==> config.mk <==
export PLATFORM = sky130hd
export DESIGN_NAME = srfc_frame
export DESIGN_NICKNAME = d
export VERILOG_FILES = /design/src/design/srfc_pkg.sv /design/src/design/srfc_frame.sv
export SDC_FILE = /design/constraint.sdc
export NUM_CORES = 1
export LEC_CHECK = 0
export ABC_AREA = 1
export BUFFER_PORTS_ARGS = -buffer_cell sky130_fd_sc_hd__buf_4
export CAP_MARGIN = 10
export CORE_ASPECT_RATIO = 0.9
export CORE_MARGIN = 1
export CORE_UTILIZATION = 55
export CTS_CLUSTER_SIZE = 10
export DETAILED_ROUTE_END_ITERATION = 6
export PLACE_DENSITY = 0.76
export SLEW_MARGIN = 40
export SYNTH_ARGS = -nofsm -noshare
export SYNTH_HDL_FRONTEND = slang
export SYNTH_SLANG_ARGS = --single-unit
==> constraint.sdc <==
create_clock -name clk -period 4.8 [get_ports clk]
set_input_delay 0.48 -clock clk [delete_from_list [all_inputs] [get_ports clk]]
set_output_delay 0.48 -clock clk [all_outputs]
set_load 0.005 [all_outputs]
==> src/design/srfc_pkg.sv <==
// Types, constants and the CRC byte update shared by the sensor reply frame checker.
`default_nettype none
package srfc_pkg;

	localparam logic [15:0] CRC_INIT  = 16'hFFFF;
	localparam logic [15:0] CRC_POLY  = 16'hA001;
	localparam logic [7:0]  FUNC_CODE = 8'h03;
	localparam logic [2:0]  POS_LAST_CRC = 3'd5;
	localparam logic [2:0]  POS_LAST = 3'd7;

	typedef enum logic [1:0] {
		ST_OK       = 2'd0,
		ST_BAD_CODE = 2'd1,
		ST_BAD_CRC  = 2'd2
	} status_t;

	typedef struct packed {
		logic              last;
		status_t           status;
		logic signed [15:0] temperature_tenths;
		logic [15:0]       humidity_tenths;
	} result_t;

	function automatic logic [15:0] crc_byte(input logic [15:0] crc_in, input logic [7:0] b);
		logic [15:0] c;
		c = crc_in ^ {8'h00, b};
		for (int k = 0; k < 8; k++) begin
			if (c[0]) begin
				c = (c >> 1) ^ CRC_POLY;
			end else begin
				c = c >> 1;
			end
		end
		return c;
	endfunction

endpackage
`default_nettype wire

==> src/design/srfc_frame.sv <==
// Byte position, running CRC, field capture and result formation for one reply frame.
`default_nettype none
module srfc_frame import srfc_pkg::*; (
	input  wire logic       clk,
	input  wire logic       arst_n,
	input  wire logic       advance,
	input  wire logic [7:0] rx_byte,
	input  wire logic       frame_start,
	output result_t         result
);

	logic [2:0]  pos_q;
	logic [15:0] crc_q;
	logic        code_q;
	logic [15:0] hum_q;
	logic [15:0] temp_q;
	logic [7:0]  crc_low_q;

	logic [2:0]  pos_eff;
	logic [15:0] crc_eff;
	logic [15:0] crc_next;
	logic [15:0] rx_crc;
	logic [15:0] mag;

	assign pos_eff  = frame_start ? 3'd0 : pos_q;
	assign crc_eff  = frame_start ? CRC_INIT : crc_q;
	assign crc_next = crc_byte(crc_eff, rx_byte);
	assign rx_crc   = {rx_byte, crc_low_q};
	assign mag      = {1'b0, temp_q[14:0]};

	always_ff @(posedge clk or negedge arst_n) begin
		if (!arst_n) begin
			pos_q     <= '0;
			crc_q     <= CRC_INIT;
			code_q    <= 1'b0;
			hum_q     <= '0;
			temp_q    <= '0;
			crc_low_q <= '0;
		end else if (advance) begin
			pos_q <= pos_eff + 3'd1;
			if (pos_eff <= POS_LAST_CRC) begin
				crc_q <= crc_next;
			end else if (pos_eff == POS_LAST) begin
				crc_q <= CRC_INIT;
			end else begin
				crc_q <= crc_eff;
			end
			case (pos_eff)
				3'd0: code_q <= (rx_byte == FUNC_CODE);
				3'd2: hum_q[15:8] <= rx_byte;
				3'd3: hum_q[7:0] <= rx_byte;
				3'd4: temp_q[15:8] <= rx_byte;
				3'd5: temp_q[7:0] <= rx_byte;
				3'd6: crc_low_q <= rx_byte;
				default: ;
			endcase
		end
	end

	always_comb begin
		result.last               = (pos_eff == POS_LAST);
		result.status             = ST_OK;
		result.temperature_tenths = '0;
		result.humidity_tenths    = '0;
		if (!code_q) begin
			result.status = ST_BAD_CODE;
		end else if (rx_crc != crc_eff) begin
			result.status = ST_BAD_CRC;
		end else begin
			result.temperature_tenths = temp_q[15] ? -mag : mag;
			result.humidity_tenths    = hum_q;
		end
	end

endmodule
`default_nettype wire

==> results of run 1 <==
[flip-flops by register name (all words and copies together), names as in the netlist]
register and flops:
pos_q 3, code_q 1, crc_q 16, crc_low_q 8
temp_q 16, hum_q 16
[kinds of logic after synthesis]
kind of cell               after synthesis  share of synthesized area
and+or+nand+nor                        226                      0.256
AOI/OAI and AO/OA                       96                      0.147
buffers and inverters                   86                     0.0934
DFF                                     60                      0.411
xor gates and xnor gates                28                     0.0683
adders and majority gates                7                     0.0237
[critical path: cells and delay by family (launching register included)]
kind / cells / cell delay [ps]
AO/OA/AOI/OAI: 2 / 230
XOR/XNOR: 1 / 160
buffers and inverters: 2 / 290
flip-flops: 1 / 560
AND/OR/NAND/NOR: 5 / 890
[what timing repair did]
item,in CTS,in global routing
endpoints found under the hold margin,0,10
hold buffers,0,1
resized for setup,0,0
endpoints found under the setup margin,0,0
[report_power, final]
part | total, W | internal, W | switching [W]
combinational | 0.000508 | 0.000191 | 0.000317
clock | 0.000515 | 0.000294 | 0.000221
sequential | 0.000778 | 0.000661 | 0.000117
total | 0.00180 | 0.00115 | 0.000655
[placed cells by master, fill, tap and decap left out, types with 2 or more instances in the layout]
cell and count:
nand2_1 128, inv_1 61, o21ai_0 61, nor2_1 58, buf_4 46, dfrtp_1 44, xor2_1 23, dfstp_2 16
nor2_2 10, a21oi_1 10, nand3_1 10, clkbuf_8 9, o221ai_1 7, ha_1 7, inv_2 6, nand4_1 6
a31oi_1 6, nor3_1 4, xnor2_1 4, o31ai_1 3, o21ai_1 3, clkinv_4 3, nand2_2 2, nor4_1 2
nor2_4 2, clkinv_1 2, a21oi_2 2, o21a_1 2, clkinvlp_4 2, bufinv_16 2
[routing by layer]
metal,track usage,up-vias
met1,0.402,1581
met3,0.0589,17
met4,0.0871,0
met2,0.442,141
met5,0,-
li1,-,1692
[area by class of cell]
cell class,instances,share of cell area
Clock inverter,7,0.0234
Inverter,70,0.0613
Tap cell,87,0.0251
Multi-Input combinational cell,357,0.424
Clock buffer,9,0.0286
Sequential cell,60,0.351
Timing Repair Buffer,48,0.0867
[final timing paths]
| path | from | to | slack, ps | cells after the start |
|---|---|---|---|---|
| setup / recovery | crc_q[8] | result[30] | 1830 | 10 |
| hold / removal | crc_q[11] | crc_q[11] | 480 | 2 |
| min in group asynchronous | arst_n | hum_q[5] | 510 | 2 |
| setup reg to reg | pos_q[1] | crc_q[3] | 2440 | 10 |
| hold reg to reg | crc_q[11] | crc_q[11] | 480 | 2 |
| max in group asynchronous | arst_n | crc_q[6] | 3730 | 3 |
[metrics by stage]
| step | util | hold slack, ps | worst slack, ps |
|---|---|---|---|
| finish | 0.685 | 485 | 1830 |
| CTS | 0.681 | 208 | 1810 |
| global placement | 0.645 | 458 | 1690 |
| global route | 0.685 | 508 | 1590 |
| floorplan | - | 184 | 2560 |
| detailed placement | 0.645 | 469 | 1870 |
==> results.yml, run 1 <==
setup_path:
  start_kind: "flop"
  cp_data_arrival_time_ps: 2490
  cpPeakStageDelay_ps: 560
  crit_slowest_cell: "dfstp_2"
  critPathKind: "reg2out"
  crit_fanout: 31
  path_cells: "nor2_2 -> xor2_1 -> nand4_1 -> nor2_1 -> nor3b_2 -> nand2_2 -> inv_1 -> o21ai_0 -> a21oi_1 -> buf_4"
  end_kind: "primary output"
  cp.required_ps: 4320
min_path:
  hold_class: "reg2reg"
floorplan:
  coreArea_um2: 6320
  die-area_um2: 7060
  die_w_um: 88.4
  rows: 27
  start_util: 0.585
  die_h_um: 79.8
  design.portCount: 47
timing:
  setup_viol: 0
  clock_skew_ps: 10.5
  rsz0062_at_grt: "false"
  tightest_slew_ps: 735
  drv_slew: 0
  max_slew_margin: 0.509
  finalWorstPathRequiredPeriod_ps: 2970
  finalCritPeriodShare: 0.620
  fmax_mhz: 336
  hold_violations: 0
  fin_setup_tns_ps: 0
global_routing:
  grtUsageTotal: 0.286
  antenna_found_initial: 0
  grt_max_degree: 61
  grt_pass1_vias: 3137
  grt_pass1_wl_um: 15100
  grt-ovfl-total: 0
routing:
  via_per_inst: 5.38
  vias: 3431
  wl_met1_um: 4340
  drt-wirelength-per-cell_um: 14.6
  drt_iter0_drc: 221
  top_layer: "met4"
  met2_length_um: 4170
  wl_met3_um: 640
  drc: 0
  drtAntennaViolNets: 0
  firstDrtPassIters: 6
  wirelength_um: 9290
clocking:
  post_cts_buffers: 0
  cts_buffer_depth: 2
  cts_root_buf: "clkbuf_8"
  cts.sinks: 60
  htree_levels: 3
  clk_pin_slew_ps: 70
  clk_latency_ps: 360
  cts_tree: "built"
  numCtsBuffers: 9
placement:
  dp_hpwl_um: 6500
  postPlaceCellArea_um2: 4080
  io_buffers: 46
  dp.cells: 620
  globalplace.congestion: 0.955
yosys:
  syn_inst: 503
  yosysMostFrequentCell: "nand2_1"
  synth.yosys.seq_area_share: 0.411
  synth_edf_count: 0
  ys_types: 36
  syn_area_per_cell_um2: 7.35
  netlist_area_um2: 3700
  synth_top_area_frac: 0.298
  synthArstFlopShare: 1.00
  yosys-top-cells-count: "nand2_1 (129), inv_1 (61), o21ai_0 (61)"
  synthTopCellsByArea: "dfrtp_1 (30%), nand2_1 (13%), dfstp_2 (11%)"
  synth_area_leader_cell: "dfrtp_1"
  synth_nets: 522
  synth_flop_cell: "dfrtp_1"
  ys_ff_latch: 60
  ys_warn_count: 0
power:
  p_total_w: 0.00180
  p_leak_nw: 2.18
  power_density_nw_per_um2: 416
  vdd_drop_max_uv: 239
final_layout:
  fin_nets: 565
  fin_cells: 638
  fillers: 536
  drive_above_1_share: 0.192
  register_area_um2: 1520
  fin_area_um2: 4330
  area_delta_synth_final_pct: 17.1
  multiInputGateArea_um2: 1830
  n_antenna_cell: 0
flow_run:
  maxCapViolCount: 0
run_status:
  status: "finished clean"
Note: power is estimated with default switching activity, not from simulation.
==> inputs of run 2 (changes only) <==
--- a/config.mk
+++ b/config.mk
@@ -10,10 +10,10 @@
 export CAP_MARGIN = 10
 export CORE_ASPECT_RATIO = 0.9
 export CORE_MARGIN = 1
-export CORE_UTILIZATION = 55
+export CORE_UTILIZATION = 53
 export CTS_CLUSTER_SIZE = 10
 export DETAILED_ROUTE_END_ITERATION = 6
-export PLACE_DENSITY = 0.76
+export PLACE_DENSITY = 0.77
 export SLEW_MARGIN = 40
 export SYNTH_ARGS = -nofsm -noshare
 export SYNTH_HDL_FRONTEND = slang
==> constraint.sdc (replaced) <==
create_clock -name clk -period 2.4 [get_ports clk]
set_input_delay 0.24 -clock clk [delete_from_list [all_inputs] [get_ports clk]]
set_output_delay 0.24 -clock clk [all_outputs]
set_load 0.005 [all_outputs]
==> results.yml, run 2 (same netlist as run 1, synthesis figures left out) <==
timing:
  finalWorstPathRequiredPeriod_ps: 2570
  finalCritPeriodShare: 1.07
  hold_violations: 0
  fin_ws_ps: -170
  fmax_mhz: 389
  drv_slew: 0
  rsz0062_at_grt: "true"
  tightest_slew_ps: 545
  max_slew_margin: 0.636
  setup_viol: 32
  clock_skew_ps: 5.62
min_path:
  min_path_cells: 3
  hold_class: "in2reg"
run_status:
  violations: "setup timing"
  status: "finished with violations"
placement:
  place_ws_ps: 138
  dp_hpwl_um: 6490
  dp.cells: 629
  postPlaceCellArea_um2: 4130
  io_buffers: 46
  globalplace.congestion: 0.917
final_layout:
  fin_cells: 654
  largest_registers: "crc_q x16, hum_q x16, temp_q x16"
  multiInputGateArea_um2: 2010
  drive_above_1_share: 0.278
  register_area_um2: 1520
  area_delta_synth_final_pct: 27.0
  fillers: 546
  layout_common_cells: "nand2_1 (127), o21ai_0 (59), inv_1 (57)"
  n_antenna_cell: 0
  fin_nets: 579
  fin_area_um2: 4700
  final_common_cell: "nand2_1"
floorplan:
  die-area_um2: 7320
  rows: 28
  start_util: 0.556
  die_h_um: 81.3
  coreArea_um2: 6660
  die_w_um: 90.1
  design.portCount: 47
routing:
  firstDrtPassIters: 5
  wirelength_um: 9840
  drt_iter0_drc: 299
  drc: 0
  vias: 3525
  drt-wirelength-per-cell_um: 15.1
  via_per_inst: 5.39
  drtAntennaViolNets: 0
clocking:
  cts.sinks: 60
  cts_tree: "built"
  numCtsBuffers: 9
  cts_root_buf: "clkbuf_8"
  clk_pin_slew_ps: 60
  clk_latency_ps: 340
  cts_buffer_depth: 2
  htree_levels: 3
power:
  vdd_drop_max_uv: 410
  power_density_nw_per_um2: 800
  p_leak_nw: 2.31
global_routing:
  grt_max_degree: 61
  antenna_found_initial: 0
  grt-ovfl-total: 0
  grt_pass1_wl_um: 14900
  grt_pass1_vias: 3091
  grtUsageTotal: 0.264
setup_path:
  cp.required_ps: 2160
  critPathKind: "reg2out"
  cp_data_arrival_time_ps: 2330
  reg2reg_depth: 14
  crit_fanout: 6
  end_kind: "primary output"
  start_kind: "flop"
flow_run:
  maxCapViolCount: 0
==> run 2: changes by cell type in the layout (fill, tap and decap cells not counted), moves of 2 or more <==
cell       before  now
nor3_2          0    2
clkbuf_16       0    2
clkinv_4        3    0
buf_6           0    8
nor3b_4         0    2
nor2_4          2   12
inv_1          61   57
nor2_2         10   26
nor3_1          4    2
buf_4          46   48
nor2_1         58   32
inv_2           6    9
o21ai_0        61   59
clkbuf_8        9   11
==> run 2: stage by stage <==
step | utilization | setup TNS, ps | power (W) | hold WS, ps
final | 0.706 | -3970 | 0.00376 | 250
after global placement | 0.621 | 0 | 0.00253 | 348
after detailed placement | 0.621 | 0 | 0.00257 | 351
after CTS | 0.659 | -228 | 0.00361 | 252
after floorplan | - | 0 | 0.00230 | -55.6
after global routing | 0.706 | -7110 | 0.00401 | 267
==> run 2: final cells by class <==
class                   instances  area share
inverters                      70      0.0570
repair buffers                 62       0.120
well taps                      90      0.0240
clock inverters                 4      0.0154
clock buffers                  11      0.0322
flip-flops and latches         60       0.324
multi-input cells             357       0.427
==> run 2: critical path, cell delays in order (launching register included) <==
cell and delay, ps:
dfstp_2 550, nor2_2 50, xor2_1 170, nand4_1 130, nor2_1 140, nor3b_4 240, nand2_2 170, buf_12 180
buf_4 160, nor2_2 80, buf_4 110
==> run 2: per-layer routing <==
layer / track usage / share of wire
met3: 0.0421 / 0.064
met1: 0.352 / 0.42
met4: 0.108 / 0.028
met5: 0 / 0
met2: 0.435 / 0.48
==> run 2: what timing repair did <==
action,CTS,global route
resized for setup,5,59
setup endpoints to repair,4,32
gates cloned,0,3
hold endpoints to repair,32,0
pin swaps,0,6
hold buffers,1,0
buffers inserted,0,5
==> run 2: path summary, 6_finish.rpt <==
kind | from | endpoint | slack (ps)
worst max-delay path | crc_q[8] | result[4] | -170
max in group asynchronous | arst_n | crc_q[2] | 1560
min in group asynchronous | arst_n | temp_q[0] | 290
worst min register to register | crc_q[9] | crc_q[9] | 480
worst max register to register | crc_q[2] | crc_q[0] | 470
worst min-delay path | rx_byte[1] | code_q | 250
==> run 2: power by group <==
part	switching [W]	internal (W)
Combinational	0.000740	0.000431
Clock	0.000387	0.000633
Sequential	0.000247	0.00132
Total	0.00137	0.00239
==> inputs of run 3 (changes only) <==
--- a/config.mk
+++ b/config.mk
@@ -5,7 +5,6 @@
 export SDC_FILE = /design/constraint.sdc
 export NUM_CORES = 1
 export LEC_CHECK = 0
-export ABC_AREA = 1
 export BUFFER_PORTS_ARGS = -buffer_cell sky130_fd_sc_hd__buf_4
 export CAP_MARGIN = 10
 export CORE_ASPECT_RATIO = 0.9
@@ -14,6 +13,7 @@
 export CTS_CLUSTER_SIZE = 10
 export DETAILED_ROUTE_END_ITERATION = 6
 export PLACE_DENSITY = 0.77
+export REMOVE_ABC_BUFFERS = 1
 export SLEW_MARGIN = 40
 export SYNTH_ARGS = -nofsm -noshare
 export SYNTH_HDL_FRONTEND = slang
==> results.yml, run 3 <==
timing:
  drv_slew: 0
  timing.hold.ws_ps: 234
  tightest_slew_ps: 621
  setup_viol: 33
  rsz0062_at_grt: "true"
  clock_skew_ps: 5.90
  finalCritPeriodShare: 1.16
  fin_ws_ps: -392
  finalWorstPathRequiredPeriod_ps: 2790
  max_slew_margin: 0.586
  fmax_mhz: 358
  hold_violations: 0
yosys:
  yosysMostFrequentCell: "dfrtp_1"
  synthTopCellsByArea: "dfrtp_1 (30%), mux2_2 (13%), dfstp_2 (11%)"
  synthArstFlopShare: 1.00
  synth.yosys.seq_area_share: 0.410
  synth_area_leader_cell: "dfrtp_1"
  synth_edf_count: 0
  ys_ff_latch: 60
  ys_types: 43
  syn_inst: 363
  syn_area_per_cell_um2: 10.2
  netlist_area_um2: 3710
  yosys-top-cells-count: "dfrtp_1 (44), mux2_2 (43), xnor2_1 (39)"
  synth_top_area_frac: 0.297
  ys_warn_count: 0
  synth_flop_cell: "dfrtp_1"
global_routing:
  grtUsageTotal: 0.277
  antenna_found_initial: 0
  grt_pass1_vias: 2919
  grt_pass1_wl_um: 15300
  grt_max_degree: 61
  grt-ovfl-total: 0
power:
  clkPwrFrac: 0.215
  power_switching_share: 0.347
  pwr-share-seq: 0.408
  p_total_w: 0.00474
  power_density_nw_per_um2: 1020
  p_int_w: 0.00309
  power_switching_w: 0.00164
  p_leak_nw: 2.14
  combPwrFrac: 0.377
  vdd_drop_max_uv: 556
clocking:
  clk_pin_slew_ps: 70
  htree_levels: 3
  cts_tree: "built"
  cts.sinks: 60
  numCtsBuffers: 9
  cts_buffer_depth: 2
  clk_latency_ps: 340
  cts_root_buf: "clkbuf_8"
final_layout:
  fin_area_um2: 4650
  area_delta_synth_final_pct: 25.3
  largest_registers: "crc_q x16, hum_q x16, temp_q x16"
  n_antenna_cell: 0
  drive_above_1_share: 0.376
  final_common_cell: "buf_4"
  layout_common_cells: "buf_4 (59), dfrtp_1 (44), mux2_2 (43)"
  fin_nets: 434
routing:
  vias: 3072
  drtAntennaViolNets: 0
  drc: 0
  drt-wirelength-per-cell_um: 18.7
  drt_iter0_drc: 207
  wirelength_um: 9530
  firstDrtPassIters: 5
  via_per_inst: 6.02
min_path:
  hold_class: "in2reg"
  min-delay-start: "advance"
  hold_end: "pos_q[0]"
  min_path_cells: 2
placement:
  postPlaceCellArea_um2: 4170
  place_ws_ps: -58.8
  io_buffers: 46
  dp_hpwl_um: 5840
  globalplace.congestion: 0.837
floorplan:
  design.portCount: 47
  rows: 28
  die_h_um: 81.4
  start_util: 0.558
  die-area_um2: 7340
  coreArea_um2: 6660
  die_w_um: 90.2
setup_path:
  reg2reg_depth: 6
  r2r-start: "crc_q[1]"
  rr_endpoint: "crc_q[0]"
  reg2reg_setup_slack_ps: 140
  cp.required_ps: 2160
  cp_data_arrival_time_ps: 2550
  end_kind: "primary output"
  critPathKind: "reg2out"
  start_kind: "flop"
  crit_fanout: 3
run_status:
  status: "finished with violations"
  violations: "setup timing"
flow_run:
  maxCapViolCount: 0
==> run 3: cell types whose count changed after synthesis, moves of 10 or more <==
cell	previous run	this run
nand2_1	129	13
inv_1	61	7
o21ai_0	61	8
mux2_2	0	43
xnor2_1	4	39
and3_1	0	32
nor2_1	58	27
xor2_1	23	9
o22a_1	0	12
clkbuf_1	10	21
nor2_2	10	0
==> run 3: worst max-delay path by stage <==
stage                         start    endpoint  slack [ps]  cells past startpoint
after CTS                 temp_q[8]  result[30]        -370                      7
final                     temp_q[8]  result[30]        -390                      7
after floorplan            crc_q[7]  result[31]        -140                      5
after global placement    temp_q[8]  result[29]         -10                      7
after detailed placement  temp_q[8]  result[29]         -60                      7
after global routing      temp_q[8]  result[30]        -470                      7
==> run 3: critical path: stages, from the launching register on <==
cell and delay [ps]:
dfrtp_1 380, or4_4 540, or3_4 350, or2_4 280, o41ai_4 210, xnor2_1 160
and3_1 180, buf_4 110
==> run 3: stage by stage <==
step,util,setup TNS [ps],std cells
after floorplan,-,-2590,334
after global placement,0.627,-25.4,483
after detailed placement,0.627,-84.9,483
after CTS,0.689,-7300,509
after global routing,0.698,-10360,510
final,0.698,-7210,510
==> run 3: repair_timing <==
| action | in CTS | in global routing |
|---|---|---|
| hold endpoints to repair | 44 | 0 |
| setup buffers | 5 | 1 |
| resized for setup | 12 | 6 |
| cloned | 4 | 0 |
| setup endpoints to repair | 33 | 33 |
| hold buffers | 1 | 0 |
| pin swaps | 2 | 0 |
==> run 3: logic make-up after synthesis <==
group | count (synthesis) | share of synthesized area
flip-flops | 60 | 0.410
AO/OA/AOI/OAI | 54 | 0.101
multiplexers | 45 | 0.136
adder cells (fa/ha/maj) | 7 | 0.0236
XOR/XNOR | 51 | 0.131
AND/OR/NAND/NOR | 109 | 0.159
buffers and inverters | 37 | 0.0394
==> run 3: power by group through the flow <==
stage | logic, W | clock network, W | registers [W]
global route | 0.00194 | 0.00107 | 0.00199
floorplan | 0.00127 | 0 | 0.00181
finish | 0.00179 | 0.00102 | 0.00193
detailed placement | 0.00166 | 0 | 0.00191
global placement | 0.00158 | 0 | 0.00188
CTS | 0.00173 | 0.00103 | 0.00189
==> run 3: cell type report <==
cell class / count / area, µm²
Fill cell: 476 / 2010
Clock buffer: 9 / 124
Clock inverter: 7 / 101
Inverter: 8 / 30.0
Timing Repair Buffer: 70 / 648
Sequential cell: 60 / 1520
Multi-Input combinational cell: 266 / 2110
Tap cell: 90 / 113
==> run 3: per-layer routing <==
layer  wire length, µm  share of wire  track usage  up-vias
met5                 0              0            0        -
met1              4160           0.44        0.357     1546
met4               182          0.019        0.108        0
li1                  -              -            -     1392
met3               490          0.051       0.0562       24
met2              4700           0.49        0.465      110
